==> config.mk <==
export PLATFORM = sky130hd
export DESIGN_NAME = anrtc_ram
export DESIGN_NICKNAME = d
export VERILOG_FILES = /design/src/rtl/anrtc_ram.sv
export SDC_FILE = /design/constraint.sdc
export NUM_CORES = 2
export LEC_CHECK = 0
export ABC_AREA = 1
export BUFFER_PORTS_ARGS = -buffer_cell sky130_fd_sc_hd__buf_2
export CORE_AREA = 2 2 621 623
export CTS_BUF_LIST = sky130_fd_sc_hd__clkbuf_8
export DETAILED_ROUTE_END_ITERATION = 8
export DIE_AREA = 0 0 623 625
export GPL_TIMING_DRIVEN = 1
export PLACE_DENSITY = 0.6
export SLEW_MARGIN = 20
export SYNTH_ARGS = -nofsm -noshare
export SYNTH_HDL_FRONTEND = slang
export SYNTH_MEMORY_MAX_BITS = 65536
export SYNTH_SLANG_ARGS = --single-unit
export TNS_END_PERCENT = 50
==> constraint.sdc <==
create_clock -name clock -period 4.7 [get_ports clock]
set_input_delay 0.47 -clock clock [delete_from_list [all_inputs] [get_ports clock]]
set_output_delay 0.47 -clock clock [all_outputs]
set_load 0.005 [all_outputs]
==> src/rtl/anrtc_ram.sv <==
module anrtc_ram #(
   parameter int WIDTH  = 32,
   parameter int DEPTH  = 138,
   parameter int ADDR_W = $clog2(DEPTH)
) (
   input  logic              clock,
   input  logic              wr_en,
   input  logic [ADDR_W-1:0] wr_addr,
   input  logic [WIDTH-1:0]  wr_data,
   input  logic              rd_en,
   input  logic [ADDR_W-1:0] rd_addr,
   output logic [WIDTH-1:0]  rd_data
);

   logic [WIDTH-1:0] mem [DEPTH];
   logic [WIDTH-1:0] rd_data_ff;

   always_ff @(posedge clock) begin
      if (wr_en) begin
         mem[wr_addr] <= wr_data;
      end
      if (rd_en) begin
         rd_data_ff <= mem[rd_addr];
      end
   end

   assign rd_data = rd_data_ff;

endmodule

==> Yosys cells after proc, flatten, opt, wreduce, memory -nomap -nowiden <==
Memory sizes are Yosys's and may differ from the RTL's. A register that Yosys moved wholly into a read port is not among the register bits.
Index checks and enable logic that the tools add are counted.
{ "totals": {"n_memories": 1, "mem_bits_rw": 4416, "reg_bits": 0, "input_bits": 51} }
{ "mem_list": {"columns": ["name", "words", "width", "read_ports", "rd_ports_with_merged_regs", "wr", "line", "source"], "rows": [
  ["mem", 138, 32, 1, 1, 1, "15", "logic [WIDTH-1:0] mem [DEPTH];"]
]} }
{ "op_classes": {"muxes": 2} }
{ "op_table": {"columns": ["cell", "n"], "rows": [
  ["1-bit 2-to-1 mux", 2]
]} }

==> Depth between registers and ports, before layout <==
{ "depth": {"depth_word": 2, "mapped_depth": 15, "mapped_depth_nobuf": 11} }

==> Worst setup path before layout <==
Ideal clock, no wire load.
{ "synth_timing": {"path_type": "in2reg", "startpoint": "in wr_en", "endpoint": "mem mem[51][0], enable pin", "arrival_time_ns": 2.573, "slack_ns": 1.706, "stages": 4, "required_ns": 4.279, "path_cell_list": "clkbuf_1 -> nand3_1 -> clkbuf_1 -> nor2_1"} }
{ "synth_via": {"elab_chain_cells": 2} }
{ "synth_lines": {"columns": ["item", "line", "source"], "rows": [
  ["from (decl)", "7", "input logic wr_en,"],
  ["1-bit 2-to-1 mux", "19", "if (wr_en) begin"],
  ["1-bit 2-to-1 mux (implied by the code)", "20", "mem[wr_addr] <= wr_data;"],
  ["to (decl)", "15", null]
]} }
No other way between the ends.

==> reports/qor.yml <==
status: "finished, final reports clean"
drv_cap: 0
timing.final.hold_violations: 0
clk_latency_ns: 1.25
io_pins: 83
cts_root_buffer: "clkbuf_8"
dp_hpwl_mm: 324
synthCells: 14438
power.total_w: 0.0795
numCtsBuffers: 718
grt_overflow: 0
die-area_sq_um: 389000
htree_levels: 6
cts_buffer_depth: 4
worstHoldPathCells: 3
min_period_ns: 3.08
first_pass_iters: 8
io_buffers: 82
start_util: 0.467
finalNetCount: 14791
tightest_slew_ns: 1.22
routed_wl_mm: 571
mostFrequentLayoutCells: "edfxtp_1 (4448), nand2_1 (4321), nand3_1 (4048)"
netlist_area_sq_um: 179000
tns_ns: 0
reg2reg_to: "rd_data[5]$_DFFE_PP_"
r2r_cells: 10
grt_pass1_wl_mm: 809
drive_above_1_share: 0.0980
die_w_um: 623
finalMaxSlewViolations: 0
hold_class: "input pin to register"
arrival_ns: 4.03
fin_crit_sh: 0.656
whs_endpoint: "mem[69][26]$_DFFE_PP_"
via_per_inst: 5.85
grt_usage: 0.287
drt_iter0_markers: 16665
synthTopCellsByArea: "edfxtp_1 (74%), nand3_1 (11%), nand2_1 (9.1%)"
area_growth_pct: 10.9
hold_buffers: 37
cts_resized: 0
path_max_fanout: 69
ys_seq_area_frac: 0.745
rsz0062_at_grt: "false"
crit_required_ns: 5.64
dr_total_vias: 119349
cts_tree: "done"
cts_setup_buffers: 0
drc: 0
start_kind: "input pin"
antenna_found_initial: 55
core_area_sq_um: 384000
r2r_slack_ns: 1.98
synth.largest_area_cell: "edfxtp_1"
grt_pass1_vias: 110355
synth_area_per_cell_sq_um: 12.4
die-height_um: 625
wl_per_cell_um: 28.0
power.density_nw_per_um2: 400
yosysWarningCount: 0
rows: 228
syn_nets: 14489
r2r_start: "mem[107][5]$_DFFE_PP_"
critPathKind: "input pin to register"
clock-skew-final_ns: 0.109
cts.sink_count: 4448
yosysUniqueCellTypes: 20
min_from: "wr_en"
p_leak_nw: 69.5
place_congestion: 0.883
max_freq_mhz: 325
final_common_cell: "edfxtp_1"
end_kind: "register"
setup_viol: 0
ys_seq_elements: 4448
ant_nets: 0
grt_max_degree: 181
max_slew_margin: 0.184
path_clk_slew_ns: 0.06
synth_top_area_frac: 0.745
ir_drop_v: 0.000295
cell usage after synthesis (all sizes together):
cell type	n
buf	856
clkinv	1
o21ai	178
a21oi	32
clkbuf	124
o221ai	18
nor2	291
inv	65
edfxtp	4448
nand3	4051
o22ai	46
nand2	4328
power by group:
group	internal (W)	switching (W)
combinational	0.00121	0.00423
sequential	0.0438	0.000110
clock	0.0146	0.0155
worst max-delay path by stage:
stage               start                    to  slack [ns]
6_report       rd_addr[1]  rd_data[5]$_DFFE_PP_        1.62
5_1_grt        rd_addr[0]  rd_data[6]$_DFFE_PP_        1.61
4_1_cts        rd_addr[0]  rd_data[9]$_DFFE_PP_        1.83
3_5_place_dp   rd_addr[0]  rd_data[6]$_DFFE_PP_        0.51
3_3_place_gp   rd_addr[1]  rd_data[5]$_DFFE_PP_        0.49
2_1_floorplan       wr_en  mem[51][0]$_DFFE_PP_        1.71
state kept, by name, summed over array words and instances, names as in the netlist:
register and count:
mem 4416, rd_data 32
layer usage:
layer / share of wire / global-route usage
met4: 0.052 / 0.143
met5: 0.00017 / 0
met1: 0.39 / 0.392
met2: 0.46 / 0.441
met3: 0.10 / 0.0553
per-stage QoR:
stage	instances	hold WS, ns	worst slack [ns]	area, sq um	utilization
6_report	20385	0.0941	1.62	199000	0.518
5_1_grt	20372	0.103	1.61	199000	0.518
4_1_cts	20345	0.00302	1.83	199000	0.518
3_5_place_dp	19043	0.685	0.508	186000	0.484
3_3_place_gp	19041	0.665	0.491	186000	0.484
2_1_floorplan	14438	0.569	1.71	179000	-
cell type report:
cell class	instances	area [sq um]
timing repair buffer	562	5710
sequential	4448	134000
fill	32672	185000
inverter	66	313
antenna	40	100
tap	5060	6330
multi-input combinational	8944	40200
clock inverter	539	2590
clock buffer	726	9990
cell families (layout without fill, tap and decap cells):
kind of cell	Yosys count	in the layout	share of synthesized area
AO/OA/AOI/OAI	274	274	0.00835
buffers and inverters	1046	1893	0.0370
flip-flops	4448	4448	0.745
other	0	40	0
AND/OR/NAND/NOR	8670	8670	0.210
critical path, cell delays in order:
cell and delay (ns):
buf_8 0.25, inv_16 0.50, buf_12 0.30, buf_12 0.30
nand3_1 0.11, nand3_1 0.15, nand3_1 0.16, nand3_1 0.31
nand3_1 0.67, nand2_1 0.27, nand2_1 0.09, nand3_1 0.16
nand2_1 0.07
(Power assumes the default switching activity.)
