**src/rtl/anrtc_pkg.sv**
```systemverilog
package anrtc_pkg;

   localparam int AXES    = 3;
   localparam int NPM     = 5;
   localparam int NPV     = 2 * AXES + 3;
   localparam int NPG     = AXES + 1;
   localparam int WDEPTH  = AXES * AXES * (NPM + NPV) + AXES * NPG;
   localparam int WADDR_W = 8;
   localparam int IBASE   = 0;
   localparam int CBASE   = AXES * AXES * NPM;
   localparam int GBASE   = CBASE + AXES * AXES * NPV;
   localparam int GPHI_N  = NPM + NPV + NPG;

   localparam int DIV_NUM_W = 49;
   localparam int DIV_DEN_W = 33;

   localparam logic signed [31:0] Q_ONE  = 32'sd65536;
   localparam logic signed [33:0] T_GOON = 34'sd6554;
   localparam logic signed [33:0] T_HOLD = 34'sd26214;

   localparam int CSR_IDX_W = 3;
   localparam logic [CSR_IDX_W-1:0] CSR_MOVE_TIME     = 3'd0;
   localparam logic [CSR_IDX_W-1:0] CSR_GOAL_THETA    = 3'd1;
   localparam logic [CSR_IDX_W-1:0] CSR_GOAL_HEIGHT   = 3'd2;
   localparam logic [CSR_IDX_W-1:0] CSR_GOAL_RADIUS   = 3'd3;
   localparam logic [CSR_IDX_W-1:0] CSR_GAIN_INERTIA  = 3'd4;
   localparam logic [CSR_IDX_W-1:0] CSR_GAIN_CORIOLIS = 3'd5;
   localparam logic [CSR_IDX_W-1:0] CSR_GAIN_GRAVITY  = 3'd6;
   localparam logic [CSR_IDX_W-1:0] CSR_UPDATE_STEP   = 3'd7;

   typedef struct packed {
      logic [30:0]        sample_time;
      logic signed [31:0] pos_theta;
      logic signed [31:0] pos_height;
      logic signed [31:0] pos_radius;
      logic signed [31:0] vel_theta;
      logic signed [31:0] vel_height;
      logic signed [31:0] vel_radius;
   } req_word_type;

   typedef struct packed {
      logic signed [31:0] torque_theta;
      logic signed [31:0] torque_height;
      logic signed [31:0] torque_radius;
      logic               saturated;
   } rsp_word_type;

   typedef struct packed {
      logic                 start;
      logic                 neg;
      logic [DIV_NUM_W-1:0] num;
      logic [DIV_DEN_W-1:0] den;
   } div_req_type;

   typedef struct packed {
      logic               done;
      logic signed [31:0] quot;
      logic               clip;
   } div_rsp_type;

endpackage

```
**src/rtl/anrtc_div.sv**
```systemverilog
module anrtc_div (
   input  logic                   clock,
   input  logic                   reset,
   input  anrtc_pkg::div_req_type div_req,
   output anrtc_pkg::div_rsp_type div_rsp
);

   import anrtc_pkg::*;

   logic                 busy_ff;
   logic                 done_ff;
   logic                 neg_ff;
   logic [5:0]           cnt_ff;
   logic [DIV_NUM_W-1:0] num_ff;
   logic [DIV_NUM_W-1:0] quo_ff;
   logic [DIV_DEN_W-1:0] rem_ff;
   logic [DIV_DEN_W-1:0] den_ff;
   logic [DIV_DEN_W:0]   trial;
   logic                 ge;
   logic [DIV_DEN_W-1:0] rem_in;
   logic signed [DIV_NUM_W:0] sq;

   always_comb begin
      trial  = {rem_ff, num_ff[DIV_NUM_W-1]};
      ge     = trial >= {1'b0, den_ff};
      rem_in = ge ? DIV_DEN_W'(trial - {1'b0, den_ff}) : trial[DIV_DEN_W-1:0];
      sq     = neg_ff ? -$signed({1'b0, quo_ff}) : $signed({1'b0, quo_ff});
   end

   always_ff @(posedge clock) begin
      if (reset) begin
         busy_ff <= 1'b0;
         done_ff <= 1'b0;
      end else begin
         done_ff <= 1'b0;
         if (div_req.start) begin
            busy_ff <= 1'b1;
            cnt_ff  <= '0;
            num_ff  <= div_req.num;
            den_ff  <= div_req.den;
            neg_ff  <= div_req.neg;
            rem_ff  <= '0;
            quo_ff  <= '0;
         end else if (busy_ff) begin
            rem_ff <= rem_in;
            quo_ff <= {quo_ff[DIV_NUM_W-2:0], ge};
            num_ff <= {num_ff[DIV_NUM_W-2:0], 1'b0};
            cnt_ff <= cnt_ff + 6'd1;
            if (cnt_ff == 6'(DIV_NUM_W - 1)) begin
               busy_ff <= 1'b0;
               done_ff <= 1'b1;
            end
         end
      end
   end

   always_comb begin
      div_rsp.done = done_ff;
      if (sq > 50'sd2147483647) begin
         div_rsp.quot = 32'sh7fffffff;
         div_rsp.clip = 1'b1;
      end else if (sq < -50'sd2147483648) begin
         div_rsp.quot = 32'sh80000000;
         div_rsp.clip = 1'b1;
      end else begin
         div_rsp.quot = sq[31:0];
         div_rsp.clip = 1'b0;
      end
   end

endmodule

```
**config.mk**
```make
export PLATFORM = sky130hd
export DESIGN_NAME = anrtc_div
export DESIGN_NICKNAME = d
export VERILOG_FILES = /design/src/rtl/anrtc_pkg.sv /design/src/rtl/anrtc_div.sv
export SDC_FILE = /design/constraint.sdc
export NUM_CORES = 1
export LEC_CHECK = 0
export BUFFER_PORTS_ARGS = -buffer_cell sky130_fd_sc_hd__clkbuf_2
export CORE_AREA = 3 3 165 167
export DETAILED_ROUTE_END_ITERATION = 7
export DIE_AREA = 0 0 168 170
export GPL_TIMING_DRIVEN = 0
export PLACE_DENSITY_LB_ADDON = 0.12
export RECOVER_POWER = 50
export SLEW_MARGIN = 20
export SYNTH_ARGS = -nofsm -noshare
export SYNTH_HDL_FRONTEND = slang
export SYNTH_SLANG_ARGS = --single-unit
```
**constraint.sdc**
```tcl
create_clock -name clock -period 23.9 [get_ports clock]
set_clock_uncertainty 0.15 [all_clocks]
set_input_delay 1.195 -clock clock [delete_from_list [all_inputs] [get_ports clock]]
set_output_delay 1.195 -clock clock [all_outputs]
set_load 0.05 [all_outputs]
```
### Word-level counts from Yosys, hierarchy flattened

Cells that the tools add are included.

* logic and storage cells: 34
* bits of input ports: 86
* flip-flop bits (word level): 173
* output and inout bits: 34

* mux-type cells: 13
* add/subtract/negate cells: 3
* reduce and logical (&&, ||, !) cells: 4
* $lt $le $gt $ge: 3
* bitwise operators: 2
* equality and inequality tests: 1

Operators with widths (number)
* $mux 49: 3
* $mux 33: 4
* $gt 50x32->1 const B: 1
* $lt 50x32->1 const B: 1
* $mux 50: 1
* $neg 49->50: 1
* $ge 34x33->1: 1
* $sub 33x33->33: 1
* $add 6x1->6 const B: 1
* $eq 6x6->1 const B: 1
* $mux 6: 1
* $mux 1: 4
* $reduce_and 2->1: 2
* $reduce_or 3->1: 1
* $not 1->1: 2
* $reduce_bool 2->1: 1

### Logic depth before layout (Yosys ltp)

* word-level depth: 5
* mapped depth: 13
* depth with buffers taken out: 12

### Worst setup path before layout

Ideal clock, no wire load.

* path type: input to register
* from: input port div_req[83] (netlist name)
* to: register cnt_ff[0], enable pin
* stages: 5
* required time: 23115 ps
* buffers on the path: 3
* library setup time: 635 ps
* setup slack: 15348 ps
* arrival time: 7767 ps
* cell sequence: clkbuf_1 clkbuf_1 buf_1 nor2_1 nor2_1

* longest elaborated chain between the ends: 2

RTL lines
* start: declaration: line anrtc_div.sv:4 `input anrtc_pkg::div_req_type div_req,`
* $reduce_bool 2->1 (no source line)
* $reduce_and 2->1 (no source line)
* end signal: assignment: line anrtc_div.sv:48 `cnt_ff <= cnt_ff + 6'd1;`
* end: declaration: line anrtc_div.sv:13 `logic [5:0] cnt_ff;`

Every way passes these cells.
A chain may end at the register's enable or synchronous reset.

==> results.md <==
* Seq/Total Area, Yosys at 50.0%
* Synth Instances at 927
* Slew @ Worst Pin at 1.57 ns
* Hold Path Sink: done_ff
* TritonCTS sink count at 173
* Core area at 0.0259 mm²
* Commonest non-fill, non-tap cell in the layout: edfxtp_1
* Initial antenna violation count at 0
* Router iterations before antenna repair at 5
* R2R Path Start: num_ff[48]
* Largest net degree at the start of global routing at 27
* Post-synthesis xor/xnor area fraction at 5.84%
* WS Path Type: reg2out
* Setup violators final at 0
* Area share of fa/ha/maj cells after synthesis at 4.55%
* # rows at 59
* Max Cap Violations at 1
* Peak Freq at 0.168 GHz
* Most frequent cells in the layout: 171 x edfxtp_1, 116 x clkbuf_2, 73 x nor2_1
* FFs w/ async S/R, synth at 0%
* Fin crit share at 24.9%
* Min Clock Period, post-route at 5.95 ns
* Largest family of logic cells by synthesized area: simple AND/OR/NAND/NOR gates
* Hold Path Stages at 1
* Synth Area in Compound Gates at 13.4%
* Hold Startpoint: busy_ff
* Post-Synth Simple-Gate Area at 13.8%
* Final-report hold violation count at 0
* Clock latency at the later pin of the worst-skew pair at 0.43 ns
* First-pass GRT wire length at 38.3 mm
* Main flop type after synthesis: edfxtp_1
* Syn Nets at 1,050
* Failing checks: max-capacitance violations, max-slew violations
* GR Util All Layers at 16.5%
* Total grt overflow at 0
* Synthesized area at 0.0103 mm²
* Clock Path Buffers at 2
* Leakage power at 4.70 nW
* Detailed Route Iter0 Violations at 336
* Worst EP required at 22.56 ns
* Vias in the first global route at 7,419
* DRT antenna net count at 0
* Routed via count at 7,447
* DP Worst Slack at 18.41 ns
* # DRC at 0
* Worst Path Arrival at 4.61 ns
* Cts-stage hold buffer count at 0
* Placed wire-length estimate at 17.2 mm
* PD cells at 70.2 mW/mm²
* Unrepaired setup endpoints after global routing: false
* Die width at 168 µm
* Placer congestion estimate at 0.837
* Setup crit start: quo_ff[17]
* Hold slack final at 0.352 ns
* IO Port Bufs at 118
* Post-synth EDFFs at 171
* Antenna diodes at 0
* Root Driver: clkbuf_16
* Routed WL at 23.1 mm
* Die Y at 170 µm
* Register bit total from synthesis at 173
* Vias per inst at 5.25
* CTS-repair resized insts at 0
* Top Ports at 120
* Die area at 0.0286 mm²
* Fill cells at 2,449
* Syn. warnings at 0
* Reg2Reg Depth at 13
* Total negative slack at 0 ns
* Final WS setup at 17.95 ns
* Post-CTS Setup Inserts at 0
* Peak VDD IR at 42.1 µV
* Max-slew headroom at -5.36%
* Final net count at 1,194
* CTS clock-pin slew for the worst setup and hold paths at 0.08 ns
* Sequential cell area at 0.00517 mm²
* Total CTS buffers at 17
* Crit Path Max Fanout at 10
* H-tree lvl count at 4
* Distinct cells, synth at 69
* Worst Hold Class: reg2reg
* TritonCTS clock tree: built
* Area grow syn2layout at 16.5%
* Drt wl/cell at 16.3 µm
* Share of cells above drive strength 1 at 23.5%
* Area of the multi-input gates at 0.00470 mm²
* Final slew viol count at 15
* CP Launch Type: register
* Outcome: complete, but fails checks
* Syn Area/Cell at 11.2 µm²
* Reg2reg end: rem_ff[32]
* CP endpoint kind: output port
* Reg2Reg Setup Slack at 19.66 ns
* Starting density of the core at 39.9%
* Multiplexer share of the synthesized area at 7.83%
==> metal layers <==
layer / up-vias / routed length (µm) / track usage [%]
met4: 0 / 289 / 4.06
met5: - / 0 / 0
li1: 3715 / - / -
met1: 3576 / 11000 / 22.3
met2: 134 / 11100 / 27.8
met3: 22 / 744 / 2.86
==> cell usage after synthesis, drive strengths merged (3+ instances only) <==
cell / n / area, µm²
edfxtp: 171 / 5130
nor2: 73 / 274
inv: 64 / 240
o21ai: 61 / 418
mux2: 48 / 541
nor2b: 48 / 300
a21oi: 41 / 205
xor2: 40 / 350
ha: 36 / 450
nand2: 32 / 120
clkbuf: 30 / 113
xnor2: 29 / 254
mux2i: 27 / 270
nand3: 18 / 90.1
buf: 16 / 120
or4: 14 / 109
a21o: 13 / 97.6
o31ai: 13 / 97.6
or3: 13 / 81.3
nor3: 12 / 60.1
nand2b: 11 / 68.8
o41ai: 11 / 111
or2: 10 / 62.6
nand4: 8 / 50.1
nor4: 8 / 50.1
and3: 7 / 43.8
o21a: 6 / 45.0
and2: 5 / 33.8
o21bai: 5 / 37.5
a211oi: 4 / 30.0
a31oi: 4 / 25.0
a41oi: 4 / 35.0
o221ai: 4 / 35.0
a32oi: 3 / 26.3
a41o: 3 / 31.3
o22ai: 3 / 18.8
==> power breakdown <==
group,internal (mW),switching (mW)
Combinational,0.0818,0.121
Clock,0.138,0.130
Sequential,0.363,0.0122
==> state kept, by name, summed over array words and instances, names as in the netlist <==
register	flops
num_ff	49
quo_ff	49
den_ff	33
rem_ff	33
cnt_ff	6
busy_ff	1
done_ff	1
neg_ff	1
==> through the flow <==
step                cell area (µm²)  total power [mW]  instances  utilization (%)
CTS                           12100             0.858       1419             46.7
global route                  12100             0.895       1419             46.5
global placement              11400             0.585       1380             43.8
finish                        12100             0.846       1419             46.5
detailed placement            11600             0.587       1387             44.6
floorplan                     10300             0.536        927                -
==> cell families (layout without fill, tap and decap cells) <==
kind of cell / Yosys count / after routing
AO/OA/AOI/OAI: 195 / 195
XOR/XNOR: 69 / 69
adder cells (fa/ha/maj): 37 / 37
buffers and inverters: 110 / 267
flip-flops: 173 / 173
multiplexers: 75 / 75
AND/OR/NAND/NOR: 268 / 268
==> critical path: stages, from the launching register on <==
cell and delay (ns):
edfxtp_1 0.48, or4_1 0.62, nor4_1 0.67, nand2_1 0.36, or2_1 0.38, o32a_1 0.35
o22ai_1 0.18, nand4_1 0.26, and2_4 0.28, buf_6 0.15, o21ai_2 0.15, clkbuf_2 0.29
==> layout make-up <==
cell class	count	area share, %
plain buffers	46	1.93
clock buffers	18	3.56
clock inverters	14	1.09
inverters	64	1.99
multi-input cells	644	39.0
flip-flops and latches	173	42.9
well taps	335	3.48
repair buffers	125	6.02
==> how the worst max path moves through the flow <==
| stage | cells past startpoint | slack, ns | end |
|---|---|---|---|
| finish | 11 | 17.95 | div_rsp[2] |
| global route | 11 | 17.73 | div_rsp[28] |
| CTS | 11 | 17.92 | div_rsp[2] |
| detailed placement | 11 | 18.41 | div_rsp[2] |
| global placement | 5 | 11.75 | quo_ff[13] |
| floorplan | 5 | 15.35 | cnt_ff[0] |
Note: power is estimated with default switching activity, not from simulation.
